### src/rtl/gbp_pkg.sv
package gbp_pkg;

   localparam int HISTORY_BITS  = 14;
   localparam int IDX_BITS      = 14;
   localparam int TABLE_ENTRIES = 1 << IDX_BITS;
   localparam int COUNTER_WIDTH = 2;
   localparam int ADDR_BITS     = 48;
   localparam int THRESH_BITS   = 2;
   localparam int SEEN_BITS     = 2;
   localparam int HASH_SLICES   = 3;
   localparam int HASH_BITS     = (HISTORY_BITS > IDX_BITS) ? HISTORY_BITS : IDX_BITS;
   localparam int CMP_BITS      = (COUNTER_WIDTH > THRESH_BITS) ? COUNTER_WIDTH : THRESH_BITS;
   localparam int QUEUE_DEPTH   = 2;
   localparam int QPTR_BITS     = (QUEUE_DEPTH > 1) ? $clog2(QUEUE_DEPTH) : 1;
   localparam int QCNT_BITS     = $clog2(QUEUE_DEPTH + 1);

   localparam logic [THRESH_BITS-1:0]   THRESH_RESET = THRESH_BITS'(1);
   localparam logic [COUNTER_WIDTH-1:0] COUNTER_MAX  = {COUNTER_WIDTH{1'b1}};

   localparam logic MODE_PREDICT = 1'b0;
   localparam logic MODE_UPDATE  = 1'b1;

   typedef struct packed {
      logic                 mode;
      logic [ADDR_BITS-1:0] branch_address;
      logic                 outcome_taken;
   } gbp_req_type;

   typedef struct packed {
      logic                 predicted_taken;
      logic [SEEN_BITS-1:0] counter_seen;
   } gbp_rsp_type;

   typedef struct packed {
      logic                mode;
      logic [IDX_BITS-1:0] index;
      logic                outcome_taken;
   } gbp_op_type;

   typedef struct packed {
      logic clearing;
      logic reading;
   } gbp_status_type;

   // history xor three address slices, kept to the table size
   function automatic logic [IDX_BITS-1:0] table_index(
      input logic [ADDR_BITS-1:0]    addr,
      input logic [HISTORY_BITS-1:0] hist
   );
      logic [ADDR_BITS+IDX_BITS-1:0] ext;
      logic [HASH_BITS-1:0]          h;
      ext = {{IDX_BITS{1'b0}}, addr};
      h   = HASH_BITS'(hist);
      for (int k = 0; k < HASH_SLICES; k++) begin
         h = h ^ HASH_BITS'(ext[k*HISTORY_BITS +: IDX_BITS]);
      end
      return h[IDX_BITS-1:0];
   endfunction

endpackage

### src/rtl/gbp_front.sv
module gbp_front (
   input  logic                    clock,
   input  logic                    reset,
   input  logic                    start,
   input  gbp_pkg::gbp_req_type    req_data,
   input  gbp_pkg::gbp_status_type status,
   input  logic                    q_full,
   output logic                    busy,
   output logic                    push,
   output gbp_pkg::gbp_op_type     push_op
);
   import gbp_pkg::*;

   logic [HISTORY_BITS-1:0] history_ff, history_in;

   assign busy = reset | status.clearing | q_full;
   assign push = start & ~busy;

   // index uses the history before this transaction shifts it
   always_comb begin
      push_op.mode          = req_data.mode;
      push_op.index         = table_index(req_data.branch_address, history_ff);
      push_op.outcome_taken = req_data.outcome_taken;
      history_in            = history_ff;
      if (push && req_data.mode == MODE_UPDATE) begin
         history_in = (history_ff << 1) | HISTORY_BITS'(req_data.outcome_taken);
      end
   end

   always_ff @(posedge clock) begin
      if (reset) begin
         history_ff <= '0;
      end else begin
         history_ff <= history_in;
      end
   end

endmodule

### config.mk
export PLATFORM = sky130hd
export DESIGN_NAME = gbp_front
export DESIGN_NICKNAME = d
export VERILOG_FILES = /design/src/rtl/gbp_pkg.sv /design/src/rtl/gbp_front.sv
export SDC_FILE = /design/constraint.sdc
export NUM_CORES = 1
export LEC_CHECK = 0
export BUFFER_PORTS_ARGS = -buffer_cell sky130_fd_sc_hd__buf_2
export CAP_MARGIN = 20
export CORE_MARGIN = 1.5
export CORE_UTILIZATION = 39
export DETAILED_ROUTE_END_ITERATION = 8
export PLACE_DENSITY = 0.79
export SLEW_MARGIN = 10
export SYNTH_ARGS = -nofsm -noshare
export SYNTH_HDL_FRONTEND = slang
export SYNTH_SLANG_ARGS = --single-unit
### constraint.sdc
create_clock -name clock -period 1 [get_ports clock]
set_input_delay 0.1 -clock clock [delete_from_list [all_inputs] [get_ports clock]]
set_output_delay 0.1 -clock clock [all_outputs]
set_load 0.1 [all_outputs]
==> impl_metrics.tcl, run 1 <==
set metrics [dict create \
    tool.error "[ERROR DPL-0033] detailed placement checks failed during check placement." \
    numCtsBuffers 3 \
    hold_buffers 0 \
    clock_sinks 14 \
    synth_top_area_cell "dfxtp_1" \
    mappedNetlistNets 148 \
    place_ws_ns -0.218 \
    placementRows 17 \
    hpwl_microns 3330 \
    place_inst 186 \
    ys_seq_area_share_pct 29.5 \
    stop_stage "4_1_cts" \
    io_buffers 66 \
    h-tree-depth 1 \
    syn-cell-area_sq_um 950 \
    yosysTopAreaCellShare_pct 29.5 \
    dieHeight_microns 52.3 \
    io_pins 74 \
    syn_area_per_cell_sq_um 10.3 \
    cts_root_buf "clkbuf_4" \
    ctsResizeCount 7 \
    cts_setup_buffers 3 \
    die_x_microns 52.3 \
    clock_path_buffers 2 \
    start_util_pct 42.1 \
    netlist_instances 92 \
    ys_types 15 \
    synth.top_cells.by_area "dfxtp_1 30%, xnor2_1 26%, xor2_1 13%" \
    ys_ff_latch 14 \
    gp_congestion 0.655 \
    status "aborted with a tool error" \
    yosysWarnings 0 \
]
==> cell families after synthesis <==
family | after synthesis | synth area share (%)
xor gates and xnor gates | 42 | 38.7
DFF | 14 | 29.5
muxes | 14 | 15.2
and+or+nand+nor | 17 | 13.0
buffers and inverters | 5 | 3.56
==> synth_stat cells <==
master	number
buf_4	2
buf_6	1
nor2_1	1
and2b_1	2
dfxtp_1	14
xor2_1	14
nand2b_1	11
clkbuf_1	1
mux2i_1	11
inv_1	1
mux2_2	3
nor4b_4	1
or3_1	1
nand2_2	1
xnor2_1	28
==> metrics by stage <==
stage,hold WS [ns],cell area (sq um)
detailed placement,0.385,2120
global placement,0.381,2120
floorplan,0.244,1490
==> run 2, diff against run 1 <==
Settings changed: CORE_AREA from default to 2 2 63 65, CORE_MARGIN 1.5 to default, CORE_UTILIZATION 39 to default, DIE_AREA from default to 0 0 65 67, PLACE_DENSITY 0.79 to default, PLACE_DENSITY_LB_ADDON from default to 0.15.
==> run 2 against run 1 <==
Compared with the run above:
- the flow now finishes, with violations (negative setup slack)
- synthesized area unchanged
- synthesized cell count is the same
==> impl_metrics.tcl, run 2 <==
set metrics [dict create \
    ys_seq_area_share_pct 29.5 \
    area_growth_pct 143 \
    numCtsBuffers 3 \
    insertion_delay_ns 0.24 \
    worstMarginPinSlew_ns 0.242 \
    arrival_ns 1.14 \
    core_sq_um 3610 \
    status "finished with violations" \
    final_area_sq_um 2310 \
    hold_class "in -> reg" \
    async_flop_share_pct 0 \
    clock_path_buffers 2 \
    final_core_util_pct 64.1 \
    top_regs "history_ff (14)" \
    cts_setup_buffers 0 \
    grt.overflow.total 0 \
    via_per_inst 4.04 \
    grt_antenna_before_repair 0 \
    layout.nets 233 \
    placed_cell_area_sq_um 2240 \
    cts.clk_slew.worst_paths_ns 0.06 \
    worstReg2RegEnd "history_ff[1]" \
    hold_start "req_data[0]" \
    diodes 0 \
    io_buffers 66 \
    grt_pass1_vias 992 \
    failed_checks "negative setup slack" \
    rsz0062_at_grt "true" \
    track_usage_pct 11.7 \
    mostFrequentLayoutCells "48 x buf_2, 26 x xnor2_4, 18 x buf_12, 18 x buf_4, 14 x xor2_1" \
    max_freq_mhz 810 \
    netlist_instances 92 \
    detail-route-antenna-nets 0 \
    wire_per_inst_microns 10.0 \
    synth.top_cells.by_area "dfxtp_1 30%, xnor2_1 26%, xor2_1 13%" \
    wl_microns 2240 \
    placementRows 22 \
    grt_max_degree 12 \
    ff2ff_setup_slack_ns 0.11 \
    ff2ff_path_depth 2 \
    dr_total_vias 905 \
    drt_iter0_markers 2 \
    die_area_sq_um 4360 \
    die_x_microns 65 \
    gp_congestion 0.605 \
    ys_types 15 \
    worstPathMaxFanout 2 \
    synth_most_common_cell "xnor2_1" \
    slew_headroom_pct 83.8 \
    finalWorstSetupSlack_ns -0.235 \
    path_class "reg -> out" \
    start_util_pct 26.3 \
    dieHeight_microns 67 \
    whs_ns 0.150 \
    yosysTopAreaCellShare_pct 29.5 \
    power.leakage_nw 1.04 \
    worstSetupStartpointType "flop" \
    h-tree-depth 1 \
    slew_violations 0 \
    hpwl_microns 2060 \
    first_pass_iters 2 \
    p_per_area_nw_per_um2 1230 \
    swShare_pct 43.3 \
    mappedNetlistNets 148 \
    combPwrFrac_pct 65.2 \
    cap_violations 0 \
    finalSetupViolations 14 \
    layout-drive-gt1-share_pct 76.7 \
    r2r_start "history_ff[1]" \
    fin_worst_skew_ns 0.00107 \
    ir_drop_mv 0.720 \
    place_ws_ns -0.114 \
    synth_edf_count 0 \
    grt_pass1_wl_microns 3970 \
    min_path_cells 2 \
    synth_ff_type "dfxtp_1" \
    fin_crit_sh_pct 124 \
    end_kind "output port" \
    syn-cell-area_sq_um 950 \
    finalHoldViolCount 0 \
    clock_sinks 14 \
    period_minus_slack_ns 1.24 \
    synth_top_area_cell "dfxtp_1" \
    drc 0 \
    cts_root_buf "clkbuf_8" \
    io_pins 74 \
    seqPwrFrac_pct 18.8 \
    p_clk_share_pct 15.9 \
    whs_endpoint "history_ff[0]" \
    cts_tree "done" \
    internal_power_w 0.00161 \
    syn_area_per_cell_sq_um 10.3 \
    p_switching_w 0.00123 \
    final_common_cell "buf_2" \
    synth_common_cells "28 x xnor2_1, 14 x dfxtp_1, 14 x xor2_1, 11 x mux2i_1, 11 x nand2b_1" \
    ys_ff_latch 14 \
    crit_required_ns 0.90 \
    top_register "history_ff" \
    yosysWarnings 0 \
    largest_reg_flops 14 \
]
==> run 2: layout make-up <==
class,instances,area (sq um)
Timing Repair Buffer,84,736
Multi-Input combinational cell,73,1140
Tap cell,48,60.1
Fill cell,281,1290
Clock inverter,1,3.75
Sequential cell,14,323
Inverter,1,3.75
Clock buffer,3,41.3
==> run 2: power by group through the flow <==
stage	Combinational, W	Clock [W]	Sequential [W]
after floorplan	0.00116	0	0.000545
after global placement	0.00183	0	0.000545
after detailed placement	0.00185	0	0.000545
after CTS	0.00186	0.000471	0.000533
after global routing	0.00191	0.000499	0.000533
final	0.00185	0.000451	0.000533
==> run 2: critical path, stage by stage, from the launching register on <==
cell and delay, ns:
dfxtp_4 0.36, xnor2_4 0.19, xnor2_4 0.15, buf_12 0.19
==> run 2: metal layers <==
layer	global-route usage, %	share of wire (%)	routed length (microns)	up-vias
li1	-	-	-	458
met1	12.0	32	714	413
met2	24.2	61	1370	34
met3	2.36	7.3	164	0
met4	1.60	0	0	0
met5	0	0	0	-
==> run 2: timing repair <==
action                                  CTS  global route
hold buffers                              0             0
endpoints found under the setup margin   15            14
gates resized for setup                   6             0
gates cloned                              0             0
pin swaps                                 2             0
==> run 2: per-stage QoR <==
stage,std cells,power (W),TNS [ns]
6_report,224,0.00283,-3.13
3_5_place_dp,220,0.00240,-1.45
5_1_grt,224,0.00294,-3.71
2_1_floorplan,92,0.00171,-15.90
3_3_place_gp,220,0.00238,-0.943
4_1_cts,224,0.00287,-3.34
==> run 2: worst max-delay path by stage <==
stage | from | end | slack, ns | cells past startpoint
floorplan | status[1] | history_ff[10] | -0.92 | 4
CTS | history_ff[5] | push_op[6] | -0.25 | 3
detailed placement | reset | busy | -0.11 | 4
global route | history_ff[3] | push_op[4] | -0.28 | 3
global placement | reset | busy | -0.1 | 4
finish | history_ff[5] | push_op[6] | -0.24 | 3
==> run 2: cell families (layout without fill, tap and decap cells) <==
logic type	count (synthesis)	after routing	synth area share, %
XOR/XNOR	42	42	38.7
AND/OR/NAND/NOR	17	17	13.0
multiplexers	14	14	15.2
flip-flops	14	14	29.5
buffers and inverters	5	89	3.56
(Power assumes the default switching activity.)
