===== src/rtl/gbp_pkg.sv =====
package gbp_pkg;

   localparam int HISTORY_BITS  = 14;
   localparam int IDX_BITS      = 14;
   localparam int TABLE_ENTRIES = 1 << IDX_BITS;
   localparam int COUNTER_WIDTH = 2;
   localparam int ADDR_BITS     = 48;
   localparam int THRESH_BITS   = 2;
   localparam int SEEN_BITS     = 2;
   localparam int HASH_SLICES   = 3;
   localparam int HASH_BITS     = (HISTORY_BITS > IDX_BITS) ? HISTORY_BITS : IDX_BITS;
   localparam int CMP_BITS      = (COUNTER_WIDTH > THRESH_BITS) ? COUNTER_WIDTH : THRESH_BITS;
   localparam int QUEUE_DEPTH   = 2;
   localparam int QPTR_BITS     = (QUEUE_DEPTH > 1) ? $clog2(QUEUE_DEPTH) : 1;
   localparam int QCNT_BITS     = $clog2(QUEUE_DEPTH + 1);

   localparam logic [THRESH_BITS-1:0]   THRESH_RESET = THRESH_BITS'(1);
   localparam logic [COUNTER_WIDTH-1:0] COUNTER_MAX  = {COUNTER_WIDTH{1'b1}};

   localparam logic MODE_PREDICT = 1'b0;
   localparam logic MODE_UPDATE  = 1'b1;

   typedef struct packed {
      logic                 mode;
      logic [ADDR_BITS-1:0] branch_address;
      logic                 outcome_taken;
   } gbp_req_type;

   typedef struct packed {
      logic                 predicted_taken;
      logic [SEEN_BITS-1:0] counter_seen;
   } gbp_rsp_type;

   typedef struct packed {
      logic                mode;
      logic [IDX_BITS-1:0] index;
      logic                outcome_taken;
   } gbp_op_type;

   typedef struct packed {
      logic clearing;
      logic reading;
   } gbp_status_type;

   // history xor three address slices, kept to the table size
   function automatic logic [IDX_BITS-1:0] table_index(
      input logic [ADDR_BITS-1:0]    addr,
      input logic [HISTORY_BITS-1:0] hist
   );
      logic [ADDR_BITS+IDX_BITS-1:0] ext;
      logic [HASH_BITS-1:0]          h;
      ext = {{IDX_BITS{1'b0}}, addr};
      h   = HASH_BITS'(hist);
      for (int k = 0; k < HASH_SLICES; k++) begin
         h = h ^ HASH_BITS'(ext[k*HISTORY_BITS +: IDX_BITS]);
      end
      return h[IDX_BITS-1:0];
   endfunction

endpackage


===== src/rtl/gbp_queue.sv =====
module gbp_queue (
   input  logic                clock,
   input  logic                reset,
   input  logic                push,
   input  gbp_pkg::gbp_op_type push_op,
   input  logic                pop,
   output gbp_pkg::gbp_op_type pop_op,
   output logic                not_empty,
   output logic                full
);
   import gbp_pkg::*;

   gbp_op_type           entry_ff [QUEUE_DEPTH];
   logic [QPTR_BITS-1:0] wr_ptr_ff, wr_ptr_in;
   logic [QPTR_BITS-1:0] rd_ptr_ff, rd_ptr_in;
   logic [QCNT_BITS-1:0] count_ff, count_in;

   function automatic logic [QPTR_BITS-1:0] next_ptr(input logic [QPTR_BITS-1:0] ptr);
      return (ptr == QPTR_BITS'(QUEUE_DEPTH - 1)) ? '0 : ptr + QPTR_BITS'(1);
   endfunction

   always_comb begin
      wr_ptr_in = push ? next_ptr(wr_ptr_ff) : wr_ptr_ff;
      rd_ptr_in = pop ? next_ptr(rd_ptr_ff) : rd_ptr_ff;
      count_in  = count_ff;
      if (push && !pop) begin
         count_in = count_ff + QCNT_BITS'(1);
      end else if (pop && !push) begin
         count_in = count_ff - QCNT_BITS'(1);
      end
   end

   always_ff @(posedge clock) begin
      if (reset) begin
         wr_ptr_ff <= '0;
         rd_ptr_ff <= '0;
         count_ff  <= '0;
      end else begin
         wr_ptr_ff <= wr_ptr_in;
         rd_ptr_ff <= rd_ptr_in;
         count_ff  <= count_in;
      end
   end

   always_ff @(posedge clock) begin
      if (push) begin
         entry_ff[wr_ptr_ff] <= push_op;
      end
   end

   assign pop_op    = entry_ff[rd_ptr_ff];
   assign not_empty = (count_ff != '0);
   assign full      = (count_ff == QCNT_BITS'(QUEUE_DEPTH));

endmodule


===== config.mk =====
export PLATFORM = sky130hd
export DESIGN_NAME = gbp_queue
export DESIGN_NICKNAME = d
export VERILOG_FILES = /design/src/rtl/gbp_pkg.sv /design/src/rtl/gbp_queue.sv
export SDC_FILE = /design/constraint.sdc
export NUM_CORES = 1
export LEC_CHECK = 0
export ABC_AREA = 1
export BUFFER_PORTS_ARGS = -buffer_cell sky130_fd_sc_hd__buf_2
export CAP_MARGIN = 15
export CORE_ASPECT_RATIO = 1.2
export CORE_MARGIN = 1
export CORE_UTILIZATION = 30
export CTS_CLUSTER_SIZE = 10
export DETAILED_ROUTE_END_ITERATION = 16
export GPL_ROUTABILITY_DRIVEN = 0
export PLACE_DENSITY = 0.58
export SETUP_SLACK_MARGIN = 0.4
export SLEW_MARGIN = 40
export SYNTH_ARGS = -nofsm -noshare
export SYNTH_HDL_FRONTEND = slang
export SYNTH_SLANG_ARGS = --single-unit

===== constraint.sdc =====
create_clock -name clock -period 1.8 [get_ports clock]
set_input_delay 0.18 -clock clock [delete_from_list [all_inputs] [get_ports clock]]
set_output_delay 0.18 -clock clock [all_outputs]
set_load 0.02 [all_outputs]

# Yosys cells after proc, flatten, opt, wreduce, memory -nomap -nowiden
# Memory sizes are Yosys's and may differ from the RTL's. A register that Yosys moved wholly into a read port is not among the register bits.
# Cells that the tools add are included.
[word_totals]
regBits = 4
ramBits = 32
output_inout_bits = 18
mem_count = 1
[memory_table]
columns = ["name", "words", "width", "rd", "rd_clocked_by_memory_dff", "write_ports", "line", "rtl"]
rows = [
  ["entry_ff", 2, 16, 1, 1, 1, "gbp_queue.sv:13", "gbp_op_type entry_ff [QUEUE_DEPTH];"],
]
[op_classes]
add_sub_neg = 4
n_eq_ne = 1
muxes = 8
n_reduce_logical = 6
[ops]
columns = ["op", "count"]
rows = [
  ["two-way mux 1 bit", 6],
  ["two-way mux 2 bit", 2],
  ["nonzero test 2 bit", 2],
  ["adder 1 bit (second input constant)", 2],
  ["adder 2 x 1 -> 2 bit (second input constant)", 1],
  ["== test 2 bit (second input constant)", 1],
  ["logical AND 1 bit", 2],
  ["zero test 1 bit", 2],
  ["subtractor 2 x 1 -> 2 bit (second input constant)", 1],
]

# Longest topological paths before layout
# Gate-level depths: netlist of the first run.
[depth]
ltp_word = 4
depth_mapped = 8

# Least setup slack after synthesis of the first run
# OpenSTA, ideal clock, no wires.
[synth_path]
path_type = "reg2reg"
start = "register wr_ptr_ff"
end = "memory entry_ff[0][0] in the netlist's numbering (enable)"
setup_ns = 0.389
arrival_time_ns = 1.018
required_time_ns = 1.411
setup_slack_ns = 0.394
path_stages_with_launch = 2
synth_period_minus_slack_ns = 1.406
path_cell_list = "dfxtp_1 nor2_1"
[synth_lines]
columns = ["element", "line", "rtl"]
rows = [
  ["start, declared", "gbp_queue.sv:14", "logic [QPTR_BITS-1:0] wr_ptr_ff, wr_ptr_in;"],
  ["start signal, assigned", "gbp_queue.sv:39", "wr_ptr_ff <= wr_ptr_in;"],
  ["end, declared", "gbp_queue.sv:13", ""],
]
# Straight into the memory's write port.

==> results.toml, run 1 <==
[run_status]
outcome = "finished clean"

[pwr]
p_switching_uw = 450
power.share.clock = 0.285
ir_drop_mv = 0.322
switching_share = 0.239
powerDensity_nw_per_um2 = 980
power.internal_uw = 1430
p_leak_uw = 0.000799
combPwrFrac = 0.179
seq_power_share = 0.536

[finish]
drive_gt1_frac = 0.508
layout.nets = 150
finalInstanceArea_um2 = 1920
nFillCells = 439
diodes = 0
stdcell_count = 188
register_area_um2 = 1060
multi_input_area_um2 = 328
syn_to_final_growth_pct = 33.6

[synthesis]
syn_inst = 83
ys.flop_type = "edfxtp_1"
yosysSeqAreaShare = 0.739
ys_warn_count = 0
postSynth.asyncResetShare = 0
yosysMostFrequentCell = "edfxtp_1"
ys_seq_elements = 37
ys_top_cells_by_count = "edfxtp_1 (32), mux2_4 (10), inv_1 (9)"
yosys.area.top_type_share = 0.669
syn_nets = 104
netlist_area_um2 = 1440
yosys.area.top_type = "edfxtp_1"
synth.distinct_cells = 16
synth_edf_count = 32
syn_avg_cell_area_um2 = 17.3
synth_area_leaders = "edfxtp_1 (67%), mux2_4 (10%), dfxtp_1 (7.0%)"

[detailed_routing]
routed_wl_mm = 2.45
ant_nets = 0
first_pass_iters = 4
wl_per_cell_um = 13.0
vias = 813
drtIter0Drc = 24
route.detailed.drc = 0
viasPerCell = 4.32

[job]
maxCapViolations = 0

[cts]
cts_setup_buffers = 0
ctsRootBufferMaster = "clkbuf_8"
cts_made_buffers = 5
clk_pin_slew_ns = 0.07
cts_buffer_depth = 2
cts_sinks = 37
htree_levels = 2
clk_latency_ns = 0.29
cts_tree = "done"

[timing]
hold_viol = 0
rsz0062_at_grt = "yes"
worst_pin_slew_ns = 0.226
relSlewSlack = 0.849
period_minus_slack_ns = 1.47
slew_violations = 0
timing.fmax_mhz = 680
setup_viol = 0
setup_tns_ns = 0
fin_skew_ns = 0.00769
post-route-period-util = 0.817

[worst_setup_path]
r2r.worst_path.cells = 3
cp_num_cells = 3
critPathLaunchType = "flip-flop"
crit_arrival_ns = 1.29
crit_slowest_cell = "dfxtp_4"
cp_cell_sequence = "buf_12 > mux2_4 > buf_6"
crit_type = "reg2out"
r2r_start = "wr_ptr_ff"
end_kind = "primary output"
critPathBufInv = 2
reg2reg_slack_ns = 0.74
crit_family = "flip-flops"
required_ns = 1.62
worstReg2RegEnd = "entry_ff[1][13]"
critPathMaxStageDelay_ns = 0.41
cp-endpoint = "pop_op[11]"
worstPathMaxFanout = 7

[grt]
grt_max_degree = 17
grt_pass1_vias = 848
grt.total_usage = 0.107
grt-ovfl-total = 0
antenna_found_initial = 0
grt_pass1_wl_mm = 3.77

[die]
initial_core_util = 0.313
io_pins = 38
core-area_um2 = 4590
die_w_um = 65.2
fp-row-count = 27
die_h_um = 77.8
die_area_um2 = 5070

[place]
dpl.hpwl_mm = 1.63
dp_cells = 179
port-buffer-count = 37
placedInstanceArea_um2 = 1700

[worst_hold_path]
hold_path_class = "in2reg"
## logic make-up after synthesis
group	share of synthesized area
AND/OR/NAND/NOR	0.0427
AO/OA/AOI/OAI	0.00696
adder cells (fa/ha/maj)	0.00871
flip-flops	0.739
XOR/XNOR	0.00610
multiplexers	0.152
buffers and inverters	0.0453
## metrics by stage
stage	setup slack, ns	total power [uW]	hold slack (ns)	util
floorplan	0.646	1210	0.252	-
global placement	0.558	1280	0.370	0.370
detailed placement	0.532	1300	0.373	0.370
CTS	0.326	1900	0.0705	0.417
global route	0.296	1970	0.0633	0.418
finish	0.329	1880	0.0762	0.418
## worst register-to-register path, stage by stage (launching register included)
cell     delay (ns)
dfxtp_1        0.36
nand2_1        0.06
inv_1          0.07
buf_4          0.25
## per-layer routing
metal	global-route usage	routed length (um)	up-vias
li1	-	-	387
met1	0.100	910	386
met2	0.171	1240	33
met3	0.0588	205	7
met4	0.0804	91	0
met5	0	0	-
## timing repair
item / in CTS / in global routing
gates cloned: 1 / 0
pin swaps: 0 / 0
endpoints found under the setup margin: 15 / 16
resized for setup: 35 / 1
hold buffers: 0 / 0
## area by class of cell
cell class	instances	share of cell area
multi-input cells	35	0.171
well taps	58	0.0378
clock buffers	6	0.0378
repair buffers	41	0.176
clock inverters	2	0.00522
inverters	9	0.0176
flip-flops and latches	37	0.555
## cells in the final DEF, fill, tap and decap left out
cell type  synthesis  layout
nand2_1            6       6
buf_4              0       3
buf_6              1      14
mux2_4            10      14
xnor2_1            1       1
nor2_1             6       5
inv_1              9       9
edfxtp_1          32      32
clkinv_2           0       2
nand3_1            1       1
o21ai_0            1       1
nor2_2             0       1
a21oi_1            1       1
dfxtp_4            0       1
nor3_1             1       1
clkbuf_1           0       1
buf_12             1       1
buf_16             0       1
dfxtp_1            5       4
clkbuf_8           0       5
nand4_1            1       1
ha_1               1       1
mux2_2             6       2
buf_2              0      22
## power groups by stage
stage               logic [uW]  clock network [uW]  registers [uW]
detailed placement         273                   0            1020
global route               361                 596            1010
finish                     336                 536            1010
floorplan                  191                   0            1020
global placement           265                   0            1020
CTS                        338                 553            1010
## sequential cells by signal, summed over array words and instances (netlist names), named ones only
signal	flops
wr_ptr_ff	1
rd_ptr_ff	1
count_ff	2
entry_ff	32
## worst min-delay path by stage
stage,start,slack [ns],endpoint,cells past startpoint
after floorplan,reset,0.25,flip-flop,1
after global placement,push_op[1],0.37,entry_ff[0][1],1
after detailed placement,push_op[5],0.37,entry_ff[1][5],1
after CTS,push_op[5],0.07,entry_ff[0][5],1
after global routing,push_op[1],0.06,entry_ff[1][1],1
final,push_op[5],0.08,entry_ff[1][5],1
(Power assumes the default switching activity.)
==> run 2, diff against run 1 <==
- clock period: 1.8 -> 1.4 ns (I/O delays scaled with it)
==> run 2 against run 1 <==
Against the previous run:
- the run now ends with setup timing left
- clock-buffer cell count rose by 2
- power up 32%
- setup slack worse by 0.33 ns
- utilization is 3.5 points higher
- critical endpoint is now pop_op[14]
- sequential share of layout area fell by 3.9 points
- sequential cell count stayed put
- combinational power increased by 51%
- via count did not move
- sequential power rose by 29%
- register-to-register slack got worse by 0.34 ns
- final area up 8.3%
- largest power group unchanged
==> results.toml, run 2 (synthesized netlist as in run 1, its figures left out) <==
[run_status]
outcome = "finished, violations left"
violations = "setup timing"

[timing]
fin_skew_ns = 0.00296
period_minus_slack_ns = 1.40
relSlewSlack = 0.861
rsz0062_at_grt = "yes"
post-route-period-util = 1.00
worst_pin_slew_ns = 0.208
hold_viol = 0
fin_ws_ns = -0.00131
slew_violations = 0
setup_viol = 3
timing.fmax_mhz = 714

[detailed_routing]
routed_wl_mm = 2.56
viasPerCell = 4.21
first_pass_iters = 3
vias = 813
ant_nets = 0
drtIter0Drc = 32
wl_per_cell_um = 13.3
route.detailed.drc = 0

[grt]
grt_max_degree = 17
grt_pass1_wl_mm = 4.06
antenna_found_initial = 0
grt-ovfl-total = 0
grt_pass1_vias = 918
grt.total_usage = 0.116

[pwr]
powerDensity_nw_per_um2 = 1200
fin_total_pwr_uw = 2490
p_leak_uw = 0.000852
ir_drop_mv = 0.403

[cts]
ctsRootBufferMaster = "clkbuf_8"
htree_levels = 2
cts_made_buffers = 5
cts_buffer_depth = 2
cts_sinks = 37
clk_latency_ns = 0.28
clk_pin_slew_ns = 0.06
cts_tree = "done"

[worst_setup_path]
critPathLaunchType = "flip-flop"
worstPathMaxFanout = 7
critPathBufInv = 2
critPathMaxStageDelay_ns = 0.40
cp_cell_sequence = "buf_12 > mux2_4 > buf_6"
worstReg2RegEnd = "entry_ff[1][11]"
reg2reg_slack_ns = 0.40
r2r.worst_path.cells = 3
crit_slowest_cell = "dfxtp_4"
crit_family = "flip-flops"
r2r_start = "wr_ptr_ff"
crit_arrival_ns = 1.26
crit_type = "reg2out"
cp_num_cells = 3
end_kind = "primary output"
required_ns = 1.26

[die]
die_h_um = 77.8
die_w_um = 65.2
io_pins = 38
die_area_um2 = 5070
core-area_um2 = 4590
initial_core_util = 0.313
fp-row-count = 27

[worst_hold_path]
hold_depth = 1
hold_start = "push_op[2]"
hold_path_class = "in2reg"
holdPathEnd = "entry_ff[0][2]"

[job]
maxCapViolations = 0

[place]
port-buffer-count = 37
dpl.hpwl_mm = 1.68

[finish]
layout_common_cells = "edfxtp_1 (32), buf_6 (20), buf_2 (19)"
largest_reg_flops = 32
diodes = 0
layout.nets = 155
syn_to_final_growth_pct = 44.8
regMostFlops = "entry_ff"
top_regs = "entry_ff (32), count_ff (2)"
fin_util = 0.453
drive_gt1_frac = 0.607
layout_commonest_cell = "edfxtp_1"
## run 2: final cells by class
cell class              instances  area, um2
fillers                       414       2510
flip-flops and latches         37       1070
repair buffers                 46        435
multi-input cells              35        378
clock buffers                   8       80.1
well taps                      58       72.6
inverters                       9       40.0
## run 2: layer usage
metal  vias up  part of all wire  wire [um]  track usage
li1        397                 -          -            -
met1       378              0.38        976        0.107
met2        31              0.52       1340        0.198
met3         7             0.064        165       0.0529
met4         0             0.031         79       0.0783
met5         -                 0          0            0
## run 2: what timing repair did
action,in CTS,in global routing
setup endpoints to repair,35,48
gates resized for setup,52,11
buffers inserted,5,0
cloned,1,1
pin swaps,1,4
hold buffers,0,0
## run 2: worst max path at each step
| stage | slack [ns] | endpoint |
|---|---|---|
| finish | -0.001 | pop_op[14] |
| global route | -0.05 | pop_op[12] |
| CTS | -0.01 | pop_op[12] |
| detailed placement | 0.23 | entry_ff[1][11] |
| global placement | 0.26 | pop_op[3] |
| floorplan | 0.37 | pop_op[0] |
## run 2: stage by stage
| step | setup TNS [ns] | hold slack (ns) | cell area [um2] | setup slack (ns) | cells |
|---|---|---|---|---|---|
| 6_report | -0.00329 | 0.0438 | 2080 | -0.00131 | 193 |
| 3_3_place_gp | 0 | 0.331 | 1700 | 0.256 | 178 |
| 3_5_place_dp | 0 | 0.332 | 1700 | 0.229 | 178 |
| 4_1_cts | -0.0672 | 0.0353 | 2010 | -0.0119 | 192 |
| 2_1_floorplan | 0 | 0.205 | 1450 | 0.373 | 83 |
| 5_1_grt | -0.683 | 0.0278 | 2080 | -0.0512 | 193 |
## run 2: power breakdown
group	internal [uW]	switching, uW
sequential	1270	34.1
combinational	282	227
clock	353	323
## run 2: worst register-to-register path, stage by stage (launching register included)
cell and delay, ns:
dfxtp_4 0.36, nand2_4 0.06, clkinvlp_4 0.14, clkbuf_16 0.20
==> run 3, diff against run 2 <==
- PLACE_DENSITY: 0.58 -> default
- SKIP_LAST_GASP: default -> 1
==> run 3 against run 2 <==
Against the previous run:
- the run still ends with setup timing left
- critical endpoint is now pop_op[3]
- first-iteration DRC count rose by 69%
- sequential share of layout area rose by 0.77 points
- power rose by 0.18%
- critical path type unchanged
==> results.toml, run 3 (synthesized netlist as in run 1, its figures left out) <==
[grt]
grt_pass1_wl_mm = 4.05
grt_use_met2 = 0.194
antenna_found_initial = 0
grt-ovfl-total = 0
busiest_layer = "met2"
met3_usage = 0.0235
grt_pass1_vias = 905
grt_max_degree = 15
grt.total_usage = 0.112
gr-usage-met1 = 0.113

[finish]
fin_util = 0.443
layout.nets = 155
syn_to_final_growth_pct = 41.6
layout_common_cells = "edfxtp_1 (32), buf_2 (19), buf_6 (19)"
diodes = 0
drive_gt1_frac = 0.607
nFillCells = 442
regMostFlops = "entry_ff"
largest_reg_flops = 32
layout_commonest_cell = "edfxtp_1"
top_regs = "entry_ff (32), count_ff (2)"
finalInstanceArea_um2 = 2030

[timing]
rsz0062_at_grt = "yes"
fin_skew_ns = 0.00238
worst_pin_slew_ns = 0.175
slew_violations = 0
whs_ns = 0.0422
setup_viol = 1
relSlewSlack = 0.883
period_minus_slack_ns = 1.40
timing.fmax_mhz = 713
fin_ws_ns = -0.00324
setup_tns_ns = -0.00324
post-route-period-util = 1.00
hold_viol = 0

[worst_hold_path]
hold_path_class = "in2reg"
hold_start = "push_op[7]"
holdPathEnd = "entry_ff[1][7]"
hold_depth = 1

[cts]
cts_tree = "done"
ctsRootBufferMaster = "clkbuf_8"
htree_levels = 2
cts_made_buffers = 5
clk_pin_slew_ns = 0.07
cts_buffer_depth = 2
cts_sinks = 37
clk_latency_ns = 0.28
hold_buffers = 0

[worst_setup_path]
end_kind = "primary output"
crit_slowest_cell = "dfxtp_2"
required_ns = 1.26
crit_type = "reg2out"
r2r.worst_path.cells = 3
reg2reg_slack_ns = 0.38
worstPathMaxFanout = 8
crit_arrival_ns = 1.26
critPathBufInv = 2
critPathMaxStageDelay_ns = 0.36
critPathLaunchType = "flip-flop"
cp_cell_sequence = "buf_8 > mux2_4 > buf_6"
worstReg2RegEnd = "entry_ff[0][14]"
r2r_start = "wr_ptr_ff"
crit_family = "flip-flops"

[die]
die_w_um = 65.2
core-area_um2 = 4590
io_pins = 38
die_area_um2 = 5070
fp-row-count = 27
die_h_um = 77.8
initial_core_util = 0.313

[detailed_routing]
routed_wl_mm = 2.66
route.detailed.drc = 0
vias = 841
ant_nets = 0
viasPerCell = 4.36
drtIter0Drc = 54
first_pass_iters = 4
wl_per_cell_um = 13.8

[pwr]
ir_drop_mv = 0.572
powerDensity_nw_per_um2 = 1230
p_leak_uw = 0.000835

[run_status]
violations = "setup timing"
outcome = "finished, violations left"

[place]
port-buffer-count = 37
placedInstanceArea_um2 = 1690
dpl.hpwl_mm = 1.74
pre_cts_slack_ns = 0.239

[job]
maxCapViolations = 0
==> run 3: changes by cell type in the layout (fill, tap and decap cells not counted), sizes merged <==
cell	delta
clkinv	+2
clkbuf	-3
clkinvlp	+1
==> run 3: stage by stage <==
| stage | std cells | power [uW] |
|---|---|---|
| after global routing | 193 | 2600 |
| after global placement | 178 | 1650 |
| after CTS | 191 | 2510 |
| after detailed placement | 178 | 1660 |
| final | 193 | 2490 |
| after floorplan | 83 | 1560 |
==> run 3: metal layers <==
layer	vias to the layer above	wire, um
met3	9	113
met1	403	1020
met5	-	0
met2	32	1430
met4	0	99
li1	397	-
==> run 3: area by class of cell <==
cell class              count  area, um2  share of cell area
repair buffers             46        422               0.207
clock buffers               5       68.8              0.0338
multi-input cells          35        350               0.172
clock inverters             3       17.5             0.00861
inverters                   9       37.5              0.0185
flip-flops and latches     37       1070               0.524
well taps                  58       72.6              0.0357
==> run 3: worst max-delay path by stage <==
| stage | to | depth (start not counted) | start | slack (ns) |
|---|---|---|---|---|
| 6_report | pop_op[3] | 3 | flip-flop | -0.003 |
| 5_1_grt | pop_op[3] | 3 | flip-flop | -0.03 |
| 4_1_cts | pop_op[3] | 3 | flip-flop | -0.0004 |
| 3_5_place_dp | entry_ff[1][9] | 2 | wr_ptr_ff | 0.24 |
| 3_3_place_gp | entry_ff[1][14] | 2 | wr_ptr_ff | 0.27 |
| 2_1_floorplan | pop_op[0] | 3 | flip-flop | 0.37 |
==> run 3: repair_timing <==
| action | in CTS | in global routing |
|---|---|---|
| pin swaps | 1 | 1 |
| setup endpoints to repair | 51 | 35 |
| cloned | 0 | 1 |
| endpoints found under the hold margin | 0 | 0 |
| buffers inserted | 5 | 1 |
| gates resized for setup | 52 | 5 |
==> run 3: report_power, final <==
part | internal [uW] | switching [uW]
logic | 266 | 226
clock network | 343 | 364
registers | 1270 | 25.1
